`config.mk`:
```
export PLATFORM = sky130hd
export DESIGN_NAME = prim_minimum_spanning_tree
export DESIGN_NICKNAME = d
export VERILOG_FILES = /design/src/hw/rtl/pmst_pkg.sv /design/src/hw/rtl/pmst_wstore.sv /design/src/hw/rtl/prim_minimum_spanning_tree.sv
export SDC_FILE = /design/constraint.sdc
export NUM_CORES = 2
export LEC_CHECK = 0
export BUFFER_PORTS_ARGS = -buffer_cell sky130_fd_sc_hd__buf_2
export CAP_MARGIN = 10
export CORE_MARGIN = 2
export CORE_UTILIZATION = 40
export CTS_CLUSTER_SIZE = 10
export DETAILED_ROUTE_END_ITERATION = 6
export PLACE_DENSITY = 0.62
export SETUP_SLACK_MARGIN = 0.1
export SLEW_MARGIN = 20
export SYNTH_ARGS = -nofsm -noshare
export SYNTH_HDL_FRONTEND = slang
export SYNTH_SLANG_ARGS = --single-unit
```
`constraint.sdc`:
```
create_clock -name clk -period 6.5 [get_ports clk]
set_input_delay 0.325 -clock clk [delete_from_list [all_inputs] [get_ports clk]]
set_output_delay 0.325 -clock clk [all_outputs]
set_load 0.02 [all_outputs]
```
`src/hw/rtl/pmst_pkg.sv`:
```
// Shared constants for the Prim spanning tree block: fixed field widths,
// parameter defaults and the reset value of the vertex count register.
// No dependencies.
`default_nettype none

package pmst_pkg;

  localparam int MAX_VERTICES_DEF = 16;
  localparam int WEIGHT_BITS_DEF  = 16;

  localparam int VERTEX_W = 4;
  localparam int WEIGHT_W = 16;
  localparam int TOTAL_W  = 20;
  localparam int VCOUNT_W = 5;

  localparam logic [TOTAL_W-1:0]  TOTAL_MAX  = {TOTAL_W{1'b1}};
  localparam logic [VCOUNT_W-1:0] VCOUNT_RST = VCOUNT_W'(16);

endpackage

`default_nettype wire

```
`src/hw/rtl/pmst_wstore.sv`:
```
// Weight store of the spanning tree block: one write port, one read port
// with registered read data. Depends on nothing; sized by its parameters.
`default_nettype none

module pmst_wstore #(
  parameter int ADDR_W = 8,
  parameter int DATA_W = 16
) (
  input  wire logic              clk,
  input  wire logic              wr_en,
  input  wire logic [ADDR_W-1:0] wr_addr,
  input  wire logic [DATA_W-1:0] wr_data,
  input  wire logic [ADDR_W-1:0] rd_addr,
  output logic      [DATA_W-1:0] rd_data
);

  localparam int DEPTH = 1 << ADDR_W;

  logic [DATA_W-1:0] mem_r [DEPTH];

  always_ff @(posedge clk) begin
    if (wr_en) begin
      mem_r[wr_addr] <= wr_data;
    end
  end

  always_ff @(posedge clk) begin
    rd_data <= mem_r[rd_addr];
  end

endmodule

`default_nettype wire

```
`src/hw/rtl/prim_minimum_spanning_tree.sv`:
```
// Prim spanning tree over a loaded adjacency matrix: top level.
// Depends on pmst_pkg and pmst_wstore.
// Load: a transaction with two distinct in-range vertices makes two mirrored
//   writes through the single store write port; any other writes nothing.
// Run: each round scans the k selected rows, n words each, through the one
//   read port and one shared compare unit, then passes through a drain step
//   and an emit step; results appear one per round.
// Reset: synchronous, active low; then a clearing pass (one word a cycle
//   over the whole store) with busy high. Results cannot be stalled.
`default_nettype none

module prim_minimum_spanning_tree
  import pmst_pkg::*;
#(
  parameter int MAX_VERTICES = MAX_VERTICES_DEF,
  parameter int WEIGHT_BITS  = WEIGHT_BITS_DEF
) (
  input  wire logic                clk,
  input  wire logic                rst_n,
  // configuration
  input  wire logic                cfg_we,
  input  wire logic [VCOUNT_W-1:0] cfg_wdata,
  // input transactions
  input  wire logic                start,
  output logic                     busy,
  input  wire logic [VERTEX_W-1:0] in_row_vertex,
  input  wire logic [VERTEX_W-1:0] in_col_vertex,
  input  wire logic [WEIGHT_W-1:0] in_edge_weight,
  input  wire logic                in_last_weight,
  // result transactions
  output logic                     out_strobe,
  output logic [VERTEX_W-1:0]      out_from_vertex,
  output logic [VERTEX_W-1:0]      out_to_vertex,
  output logic [WEIGHT_W-1:0]      out_chosen_weight,
  output logic [TOTAL_W-1:0]       out_running_total,
  output logic                     out_no_edge_found,
  output logic                     out_last_edge
);

  localparam int VIDX_W  = (MAX_VERTICES > 1) ? $clog2(MAX_VERTICES) : 1;
  localparam int VCNT_W  = $clog2(MAX_VERTICES + 1);
  localparam int ADDR_W  = 2 * VIDX_W;
  localparam int STORE_W = (WEIGHT_BITS < WEIGHT_W) ? WEIGHT_BITS : WEIGHT_W;

  typedef enum logic [2:0] {
    S_CLEAR,
    S_IDLE,
    S_WR2,
    S_SCAN,
    S_DRAIN,
    S_EMIT
  } state_t;

  state_t state_r;

  // configuration register
  logic [VCOUNT_W-1:0] vcount_r;

  // loaded pair held for the mirrored write
  logic [VIDX_W-1:0]  ld_row_r;
  logic [VIDX_W-1:0]  ld_col_r;
  logic [STORE_W-1:0] ld_w_r;
  logic               ld_last_r;

  // clearing pass
  logic [ADDR_W-1:0] clr_addr_r;

  // run state
  logic [VCNT_W-1:0]       n_r;
  logic [VCNT_W-1:0]       round_r;
  logic [MAX_VERTICES-1:0] sel_r;
  logic [TOTAL_W-1:0]      cost_r;
  logic [VIDX_W-1:0]       i_r;
  logic [VIDX_W-1:0]       j_r;

  // read tag, aligned with the registered store data
  logic              tag_vld_r;
  logic [VIDX_W-1:0] tag_i_r;
  logic [VIDX_W-1:0] tag_j_r;

  // best candidate of the current round
  logic               found_r;
  logic [STORE_W-1:0] best_r;
  logic [VIDX_W-1:0]  best_i_r;
  logic [VIDX_W-1:0]  best_j_r;

  // result registers
  logic                strobe_r;
  logic [VERTEX_W-1:0] res_from_r;
  logic [VERTEX_W-1:0] res_to_r;
  logic [WEIGHT_W-1:0] res_w_r;
  logic [TOTAL_W-1:0]  res_total_r;
  logic                res_none_r;
  logic                res_last_r;

  // store ports
  logic               st_we;
  logic [ADDR_W-1:0]  st_waddr;
  logic [STORE_W-1:0] st_wdata;
  logic [STORE_W-1:0] st_rdata;

  logic               accept;
  logic               in_storable;
  logic [VCNT_W-1:0]  n_clamp;
  logic               j_last;
  logic               nxt_row_found;
  logic [VIDX_W-1:0]  nxt_row;
  logic               take;
  logic [TOTAL_W:0]   sum_w;
  logic [TOTAL_W-1:0] cost_nxt;
  logic               last_round;

  assign busy   = (state_r != S_IDLE);
  assign accept = start && !busy;

  // Only pairs of two distinct in-range vertices reach the store.
  assign in_storable = (int'(in_row_vertex) < MAX_VERTICES) &&
                       (int'(in_col_vertex) < MAX_VERTICES) &&
                       (in_row_vertex != in_col_vertex);

  // Clamp the vertex count into 2..MAX_VERTICES at run start.
  always_comb begin
    if (vcount_r < VCOUNT_W'(2)) begin
      n_clamp = VCNT_W'(2);
    end else if (int'(vcount_r) > MAX_VERTICES) begin
      n_clamp = VCNT_W'(MAX_VERTICES);
    end else begin
      n_clamp = VCNT_W'(vcount_r);
    end
  end

  // Store write port: clearing pass, first write of a pair, mirrored write.
  always_comb begin
    st_we    = 1'b0;
    st_waddr = {in_row_vertex[VIDX_W-1:0], in_col_vertex[VIDX_W-1:0]};
    st_wdata = STORE_W'(in_edge_weight);
    case (state_r)
      S_CLEAR: begin
        st_we    = 1'b1;
        st_waddr = clr_addr_r;
        st_wdata = '0;
      end
      S_IDLE: begin
        st_we = accept && in_storable;
      end
      S_WR2: begin
        st_we    = 1'b1;
        st_waddr = {ld_col_r, ld_row_r};
        st_wdata = ld_w_r;
      end
      default: begin
        st_we = 1'b0;
      end
    endcase
  end

  pmst_wstore #(
    .ADDR_W (ADDR_W),
    .DATA_W (STORE_W)
  ) u_wstore (
    .clk     (clk),
    .wr_en   (st_we),
    .wr_addr (st_waddr),
    .wr_data (st_wdata),
    .rd_addr ({i_r, j_r}),
    .rd_data (st_rdata)
  );

  // Column position and the next selected row below the vertex count.
  assign j_last = (VCNT_W'(j_r) == (n_r - VCNT_W'(1)));

  always_comb begin
    nxt_row_found = 1'b0;
    nxt_row       = '0;
    for (int k = MAX_VERTICES - 1; k >= 0; k--) begin
      if (sel_r[k] && (k > int'(i_r)) && (k < int'(n_r))) begin
        nxt_row_found = 1'b1;
        nxt_row       = VIDX_W'(k);
      end
    end
  end

  // Shared compare unit: a strictly lighter edge to an unselected vertex wins,
  // so the first candidate in row-major order keeps a tie.
  assign take = tag_vld_r && !sel_r[tag_j_r] && (st_rdata != '0) &&
                (!found_r || (st_rdata < best_r));

  // Saturating cost accumulation.
  assign sum_w    = {1'b0, cost_r} + (TOTAL_W + 1)'(best_r);
  assign cost_nxt = !found_r      ? cost_r :
                    sum_w[TOTAL_W] ? TOTAL_MAX : sum_w[TOTAL_W-1:0];

  assign last_round = (round_r == (n_r - VCNT_W'(2)));

  // Sequencer: state, control and registered result strobe.
  always_ff @(posedge clk) begin
    if (!rst_n) begin
      state_r    <= S_CLEAR;
      vcount_r   <= VCOUNT_RST;
      clr_addr_r <= '0;
      tag_vld_r  <= 1'b0;
      strobe_r   <= 1'b0;
      found_r    <= 1'b0;
      sel_r      <= '0;
      round_r    <= '0;
      n_r        <= '0;
      cost_r     <= '0;
      i_r        <= '0;
      j_r        <= '0;
    end else begin
      if (cfg_we) begin
        vcount_r <= cfg_wdata;
      end
      strobe_r  <= (state_r == S_EMIT);
      tag_vld_r <= (state_r == S_SCAN);

      case (state_r)
        S_CLEAR: begin
          clr_addr_r <= clr_addr_r + ADDR_W'(1);
          if (clr_addr_r == {ADDR_W{1'b1}}) begin
            state_r <= S_IDLE;
          end
        end
        S_IDLE: begin
          if (accept) begin
            if (in_storable) begin
              state_r <= S_WR2;
            end else if (in_last_weight) begin
              // start a run at once: vertex 0 selected, round 0
              state_r <= S_SCAN;
              n_r     <= n_clamp;
              sel_r   <= MAX_VERTICES'(1);
              round_r <= '0;
              cost_r  <= '0;
              found_r <= 1'b0;
              i_r     <= '0;
              j_r     <= '0;
            end
          end
        end
        S_WR2: begin
          if (ld_last_r) begin
            state_r <= S_SCAN;
            n_r     <= n_clamp;
            sel_r   <= MAX_VERTICES'(1);
            round_r <= '0;
            cost_r  <= '0;
            found_r <= 1'b0;
            i_r     <= '0;
            j_r     <= '0;
          end else begin
            state_r <= S_IDLE;
          end
        end
        S_SCAN: begin
          if (take) begin
            found_r <= 1'b1;
          end
          if (j_last) begin
            j_r <= '0;
            if (nxt_row_found) begin
              i_r <= nxt_row;
            end else begin
              state_r <= S_DRAIN;
            end
          end else begin
            j_r <= j_r + VIDX_W'(1);
          end
        end
        S_DRAIN: begin
          // last read word goes through the compare unit this cycle
          if (take) begin
            found_r <= 1'b1;
          end
          state_r <= S_EMIT;
        end
        S_EMIT: begin
          cost_r   <= cost_nxt;
          sel_r    <= sel_r | (MAX_VERTICES'(1) << best_j_r);
          round_r  <= round_r + VCNT_W'(1);
          found_r  <= 1'b0;
          i_r      <= '0;
          j_r      <= '0;
          if (last_round) begin
            state_r <= S_IDLE;
          end else begin
            state_r <= S_SCAN;
          end
        end
        default: begin
          state_r <= S_IDLE;
        end
      endcase
    end
  end

  // Payload registers: held pair, read tag, best candidate, result fields.
  always_ff @(posedge clk) begin
    if (accept) begin
      ld_row_r  <= in_row_vertex[VIDX_W-1:0];
      ld_col_r  <= in_col_vertex[VIDX_W-1:0];
      ld_w_r    <= STORE_W'(in_edge_weight);
      ld_last_r <= in_last_weight;
    end

    tag_i_r <= i_r;
    tag_j_r <= j_r;

    if (state_r inside {S_EMIT, S_IDLE, S_WR2}) begin
      // reset the candidate ahead of each round; vertex pair 0-0 if none found
      best_r   <= '0;
      best_i_r <= '0;
      best_j_r <= '0;
    end else if (take) begin
      best_r   <= st_rdata;
      best_i_r <= tag_i_r;
      best_j_r <= tag_j_r;
    end

    if (state_r == S_EMIT) begin
      res_from_r  <= VERTEX_W'(best_i_r);
      res_to_r    <= VERTEX_W'(best_j_r);
      res_w_r     <= WEIGHT_W'(best_r);
      res_total_r <= cost_nxt;
      res_none_r  <= !found_r;
      res_last_r  <= last_round;
    end
  end

  assign out_strobe        = strobe_r;
  assign out_from_vertex   = res_from_r;
  assign out_to_vertex     = res_to_r;
  assign out_chosen_weight = res_w_r;
  assign out_running_total = res_total_r;
  assign out_no_edge_found = res_none_r;
  assign out_last_edge     = res_last_r;

  // A result only ever follows the emit step of a round.
  a_strobe_from_emit : assert property (@(posedge clk) disable iff (!rst_n)
    ($past(rst_n) && strobe_r) |-> ($past(state_r) == S_EMIT))
    else $error("result strobe without an emit step");

  // Store read tags are only live in the cycle after a scan issue.
  a_tag_from_scan : assert property (@(posedge clk) disable iff (!rst_n)
    ($past(rst_n) && tag_vld_r) |-> ($past(state_r) == S_SCAN))
    else $error("read tag valid outside a scan");

  // Vertex 0 stays selected for the whole run.
  a_root_selected : assert property (@(posedge clk) disable iff (!rst_n)
    ((state_r == S_SCAN) || (state_r == S_DRAIN) || (state_r == S_EMIT))
    |-> sel_r[0])
    else $error("root vertex not selected during a run");

  // A found edge never carries weight zero; a missing one reports pair 0-0.
  a_result_weight : assert property (@(posedge clk) disable iff (!rst_n)
    strobe_r |-> (res_none_r ? ((res_w_r == '0) && (res_from_r == '0) &&
                                (res_to_r == '0))
                             : (res_w_r != '0)))
    else $error("chosen weight inconsistent with no_edge_found");

  // A round's best row is always a selected vertex.
  a_best_row_selected : assert property (@(posedge clk) disable iff (!rst_n)
    (state_r == S_EMIT && found_r) |-> sel_r[best_i_r])
    else $error("best edge leaves an unselected row");

endmodule

`default_nettype wire
```
After elaboration in Yosys (flattened, before gate mapping)
Memories as Yosys holds them, arrays and structs flattened. A register that Yosys moved wholly into a read port is not among the register bits.
Index checks and enable logic that the tools add are counted.

word-level totals
  memory bits (writable) = 4096
  memory bits (read-only) = 0
  bits of input ports = 34
  memories kept = 1
  bits in latches = 0
  output and inout bits = 48
  bits in registers = 176

memory list
  memory          depth  bits a word  rd ports  clocked after memory_dff  wr ports  line               text
  u_wstore.mem_r  256    16           1         1                         1         pmst_wstore.sv:19  logic [DATA_W-1:0] mem_r [DEPTH];

operators by class
  bitwise logic cells = 1
  reductions and logical operators = 53
  $lt $le $gt $ge = 34
  equality and inequality tests = 20
  shift-type cells = 1
  add/sub/neg operators = 6
  multipliers = 0
  div/mod/pow operators = 0
  muxes and demuxes = 85

operator list
  kind                                                                 number
  20-bit 2-to-1 mux                                                    6
  4-bit 2-to-1 mux                                                     22
  16-bit 2-to-1 mux                                                    4
  20-bit case mux with 3 select lines                                  1
  5-bit 2-to-1 mux                                                     10
  16-bit case mux with 3 select lines                                  1
  4-bit by 5-bit < comparator with 1-bit output, first input constant  8
  1-bit logical AND                                                    35
  4-bit > comparator, first input constant                             8
  16-bit case mux with 2 select lines                                  1
  4-bit case mux with 4 select lines                                   2
  1-bit 2-to-1 mux                                                     23
  20-bit by 16-bit adder with 21-bit output                            1
  3-bit by 5-bit < comparator with 1-bit output, first input constant  4
  5-bit AND reduction                                                  4
  3-bit 2-to-1 mux                                                     6
  3-bit case mux with 6 select lines                                   1
  3-bit by 4-bit > comparator with 1-bit output, first input constant  4
  16-bit < comparator                                                  1
  2-bit inequality test, second input constant                         8
  16-bit bitwise OR                                                    1
  8-bit case mux with 2 select lines                                   1
  16-bit nonzero test                                                  1
  1-bit by 4-bit left shift with 16-bit output, first input constant   1
  37 further kinds                                                     46

Logic depth before layout (Yosys ltp)
  depth in word-level cells = 21
  mapped depth = 13
  mapped depth without buffers = 10

Cells and area by module
From an unflattened synthesis, not the netlist that was laid out.

unflattened totals
  cell total of the unflattened synthesis = 8274
  area, all modules = 167714.6 um2

modules (own cells, without submodules)
  module                      cells an instance  instances  area an instance (um2)  seq. area each (um2)
  pmst_wstore                 7360               1          158714.7                123318.3
  prim_minimum_spanning_tree  914                1          8999.9                  4234.1

Worst setup path after synthesis
OpenSTA, ideal clock, no wires.

  path kind = register -> register
  start point = register state_r[0]
  end point = memory u_wstore.mem_r[0][11] (data pin)
  setup time = 0.823 ns
  setup slack = 1.250 ns
  period minus slack after synthesis = 5.250 ns
  cell stages (with the launch flop) = 7
  required time = 5.677 ns
  data arrival time = 4.428 ns
  path buffers = 3
  cells stage by stage = dfxtp_1 > clkbuf_1 > or2_2 > clkbuf_1 > clkbuf_1 > nand2_1 > nand2_1

on the way
  word-level cells in the longest chain between the ends = 2
  elaborated cells between the ends (all ways) = 3
  classes of those cells = 1 x eq/ne; 1 x mux; 1 x reduce/logical

RTL lines
  element                                                                                   line                               text
  start, declared                                                                           prim_minimum_spanning_tree.sv:54   state_t state_r;
  start signal, assigned                                                                    prim_minimum_spanning_tree.sv:198  state_r <= S_CLEAR;
  start signal, assigned                                                                    prim_minimum_spanning_tree.sv:221  state_r <= S_IDLE;
  start signal, assigned                                                                    prim_minimum_spanning_tree.sv:227  state_r <= S_WR2;
  3-bit by 2-bit equality test with 1-bit output / 3-bit zero test (equally long branches)  prim_minimum_spanning_tree.sv:137  case (state_r)
  16-bit case mux with 2 select lines (*)                                                   prim_minimum_spanning_tree.sv:137
  via st_wdata[11]                                                                          prim_minimum_spanning_tree.sv:99   logic [STORE_W-1:0] st_wdata;
  end, declared                                                                             pmst_wstore.sv:19

Mark *: on every way through the listed nets, which the timed path passes. The rest lies on a longest branch.

==> qor.csv <==
stage,metric,value,unit
power,peak supply drop,253,uV
floorplan,# IOs,82,
worst_setup_path,highest cell delay on the worst timing path,0.87,ns
synth,Seq cells post-synth,4288,
worst_setup_path,required time of the critical path,7.44,ns
global_route,vias in the first global route,88570,
synth,Mapped Avg Cell Area,19.8,sq um
layout,nets,9149,
synth,Netlist Area Pre-Place,0.169,sq mm
synth,library cells used by synthesis,94,
detailed_routing,Iter 0 DRT Violations,15147,
sta,RSZ-0062 raised after global routing,false,
sta,fin crit share,72.8,%
worst_setup_path,crit-path cells,"buf_4, buf_12, mux4_2, mux2i_1, a2111oi_2, nor3_1, nor4_1, nand4b_1",
clocking,Clock transition at path regs,0.06,ns
worst_setup_path,R2R Setup Slk,1.77,ns
detailed_routing,WL per Instance,34.5,um
detailed_routing,post-route ant nets,0,
sta,Final setup viols,0,
run_status,violated checks,design-rule violations,
clocking,CTS Buf Count,471,
sta,"Slew Viols, Final",0,
global_route,gr ovfl total,0,
layout,proportion of layout cells with a drive suffix above 1,20.2,%
synth,sequential fraction of the synthesis area,75.3,%
worst_setup_path,CP max FO,107,
flow_run,max cap viols,0,
sta,fin crit period,4.73,ns
worst_setup_path,FF-to-FF End,u_wstore.rd_data[2],
worst_setup_path,Worst Setup SP,j_r[1],
floorplan,DIE HEIGHT,655,um
detailed_routing,drt total wl,513000,um
synth,"EDFF count, synth",4167,
worst_setup_path,CP endpoint,u_wstore.rd_data[2],
sta,Max Freq,0.211,GHz
synth,syn_nets,8645,
power,PwrDens,282,mW/mm^2
floorplan,die width,655,um
worst_setup_path,Worst setup SP type,flip-flop,
global_route,largest net degree at the start of global routing,165,
synth,commonest cells in the netlist,"edfxtp_1, mux2i_1, mux4_2",
floorplan,Rows,238,
clocking,H-tree levels,5,
synth,Syn. warnings,0,
placed_design,Post-DP HPWL,311000,um
synth,top-count cell post-synth,edfxtp_1,
clocking,Max clock buf depth,4,
synth,main area contributors after synthesis,"edfxtp_1, mux4_2, mux2i_1",
hold_path,min-delay worst type,input pin to flip-flop,
placed_design,Placed Instance Area,0.177,sq mm
layout,Layout area overhead,12.6,%
clocking,CTS root buf,clkbuf_16,
floorplan,die area,0.429,sq mm
clocking,CTS resizes,0,
synth,dominant cell type by area after synthesis,edfxtp_1,
sta,Tightest Pin Transition,1.32,ns
clocking,CTS tree,built,
power,total leakage power,55.7,nW
power,Final Power,0.0537,W
synth,Yosys top cell area share,73.9,%
worst_setup_path,CP Capture Type,flip-flop,
clocking,number of clock sinks,4288,
placed_design,RePlAce Congestion,0.940,
layout,post-route cell area,0.191,sq mm
floorplan,Core Region,0.421,sq mm
sta,Worst slew margin,12.1,%
sta,Layout Skew,0.104,ns
run_status,status,"finished, violations left",
worst_setup_path,critical setup path kind,flip-flop to flip-flop,
sta,final setup TNS,0,ns
layout,# fillers,34963,
worst_setup_path,slowest CP cell,a2111oi_2,
floorplan,Initial Util,40.2,%
placed_design,# port buffers,81,
synth,Mapped Cells,8569,
synth,asr flop ratio synth,0,%
clocking,CTS Hold Bufs,44,
clocking,Clock Latency Late Sink,1.02,ns
global_route,first-pass GRT wire length,708000,um
worst_setup_path,Worst R2R Start,j_r[1],
global_route,antenna violations before repair,38,
sta,"Hold Violations, Final",0,
worst_setup_path,arrival time at the worst endpoint,5.67,ns
synth,"Top FF cell, synth",edfxtp_1,
worst_setup_path,Reg2Reg Depth,8,
hold_path,worst hold path depth,2,
global_route,gr usage total,23.4,%
detailed_routing,via count,91909,
detailed_routing,detailed-route DRC error count,11,
detailed_routing,DRT Pass-1 Iters,7,
detailed_routing,vias per cell,6.18,
clocking,postcts setup bufs,0,
## worst min path at each step
stage	endpoint	slack, ns	from
after CTS	ld_w_r[12]	0.003	in_edge_weight[12]
final	ld_w_r[3]	0.06	in_edge_weight[3]
after global routing	ld_w_r[12]	0.04	in_edge_weight[12]
after detailed placement	best_i_r[3]	0.44	tag_i_r[3]
after floorplan	tag_i_r[2]	0.33	i_r[2]
after global placement	best_i_r[1]	0.43	tag_i_r[1]
## kinds of logic after synthesis
kind of cell | Yosys count | share of synthesized area (%)
simple gates | 1061 | 2.83
fa+ha+maj | 42 | 0.315
xor+xnor | 40 | 0.216
buf+inv | 552 | 2.42
compound gates | 1095 | 4.71
flops | 4288 | 75.3
mux | 1491 | 14.2
## routing by layer
layer | vias to the layer above | part of all wire (%) | GRT usage (%) | wire length, um
met4 | 8 | 5.4 | 10.8 | 27600
met1 | 48283 | 38 | 32.2 | 196000
met5 | - | 0.011 | 0 | 57
li1 | 36362 | - | - | -
met2 | 6223 | 45 | 35.1 | 228000
met3 | 1033 | 12 | 5.84 | 61400
## area by class of cell
class	instances	area, sq um	area share, %
inverter	38	158	0.0826
sequential	4288	128000	66.9
tap	5640	7060	3.70
multi-input combinational	3729	38400	20.1
antenna	8	20.0	0.0105
clock inverter	33	584	0.306
clock buffer	586	12300	6.46
timing repair buffer	545	4660	2.45
## layout by cell type (no fill, tap or decap), drive strengths merged, types with 18 or more instances in the layout
master / synthesis / final
nand2b: 28 / 28
nor4: 27 / 27
nand2: 254 / 254
edfxtp: 4167 / 4167
a31oi: 41 / 41
a211oi: 32 / 32
mux4: 708 / 708
dfxtp: 121 / 121
mux2: 24 / 24
a221o: 33 / 33
o21ai: 200 / 200
mux2i: 759 / 759
a21oi: 123 / 123
ha: 41 / 41
dlygate4sd3: 0 / 44
o22ai: 22 / 22
and3: 24 / 24
clkbuf: 185 / 586
nor2b: 35 / 35
a21o: 26 / 26
a22oi: 164 / 164
inv: 36 / 42
xnor2: 24 / 24
a221oi: 251 / 251
nor3: 57 / 57
nor2: 421 / 421
clkinv: 2 / 28
nand3: 124 / 124
a22o: 18 / 18
buf: 328 / 501
o211ai: 34 / 34
nand4: 40 / 40
## worst max-delay path: cells and delay by family, from the launching register on
family | cells | cell delay, ns
compound gates | 1 | 0.87
buf+inv | 2 | 0.98
flops | 1 | 0.70
mux | 2 | 0.53
simple gates | 3 | 1.31
## flip-flops by register name, indices dropped and copies added (netlist names), 3 cells and up
signal / count
cost_r: 20
vcount_r: 5
round_r: 5
clr_addr_r: 8
ld_w_r: 16
best_r: 16
out_running_total: 20
best_i_r: 4
out_to_vertex: 4
out_chosen_weight: 16
n_r: 5
u_wstore.mem_r: 4096
tag_i_r: 4
u_wstore.rd_data: 16
ld_col_r: 4
out_from_vertex: 4
tag_j_r: 4
sel_r: 16
i_r: 4
ld_row_r: 4
best_j_r: 4
state_r: 3
j_r: 4
## stage by stage
| step | hold WS, ns | setup slack [ns] | std cells | utilization [%] |
|---|---|---|---|---|
| 6_report | 0.0626 | 1.77 | 14867 | 45.3 |
| 4_1_cts | 0.00295 | 1.97 | 14856 | 45.3 |
| 3_5_place_dp | 0.441 | 1.99 | 14193 | 42.1 |
| 3_3_place_gp | 0.430 | 1.98 | 14192 | 42.1 |
| 2_1_floorplan | 0.326 | 1.25 | 8569 | - |
| 5_1_grt | 0.0383 | 1.68 | 14860 | 45.3 |
## power breakdown
group	switching, W	total [W]	internal, W
combinational	0.000227	0.000327	0.0000996
sequential	0.0000564	0.0300	0.0299
clock	0.0103	0.0234	0.0131
Power figures use the tool's default switching activity.
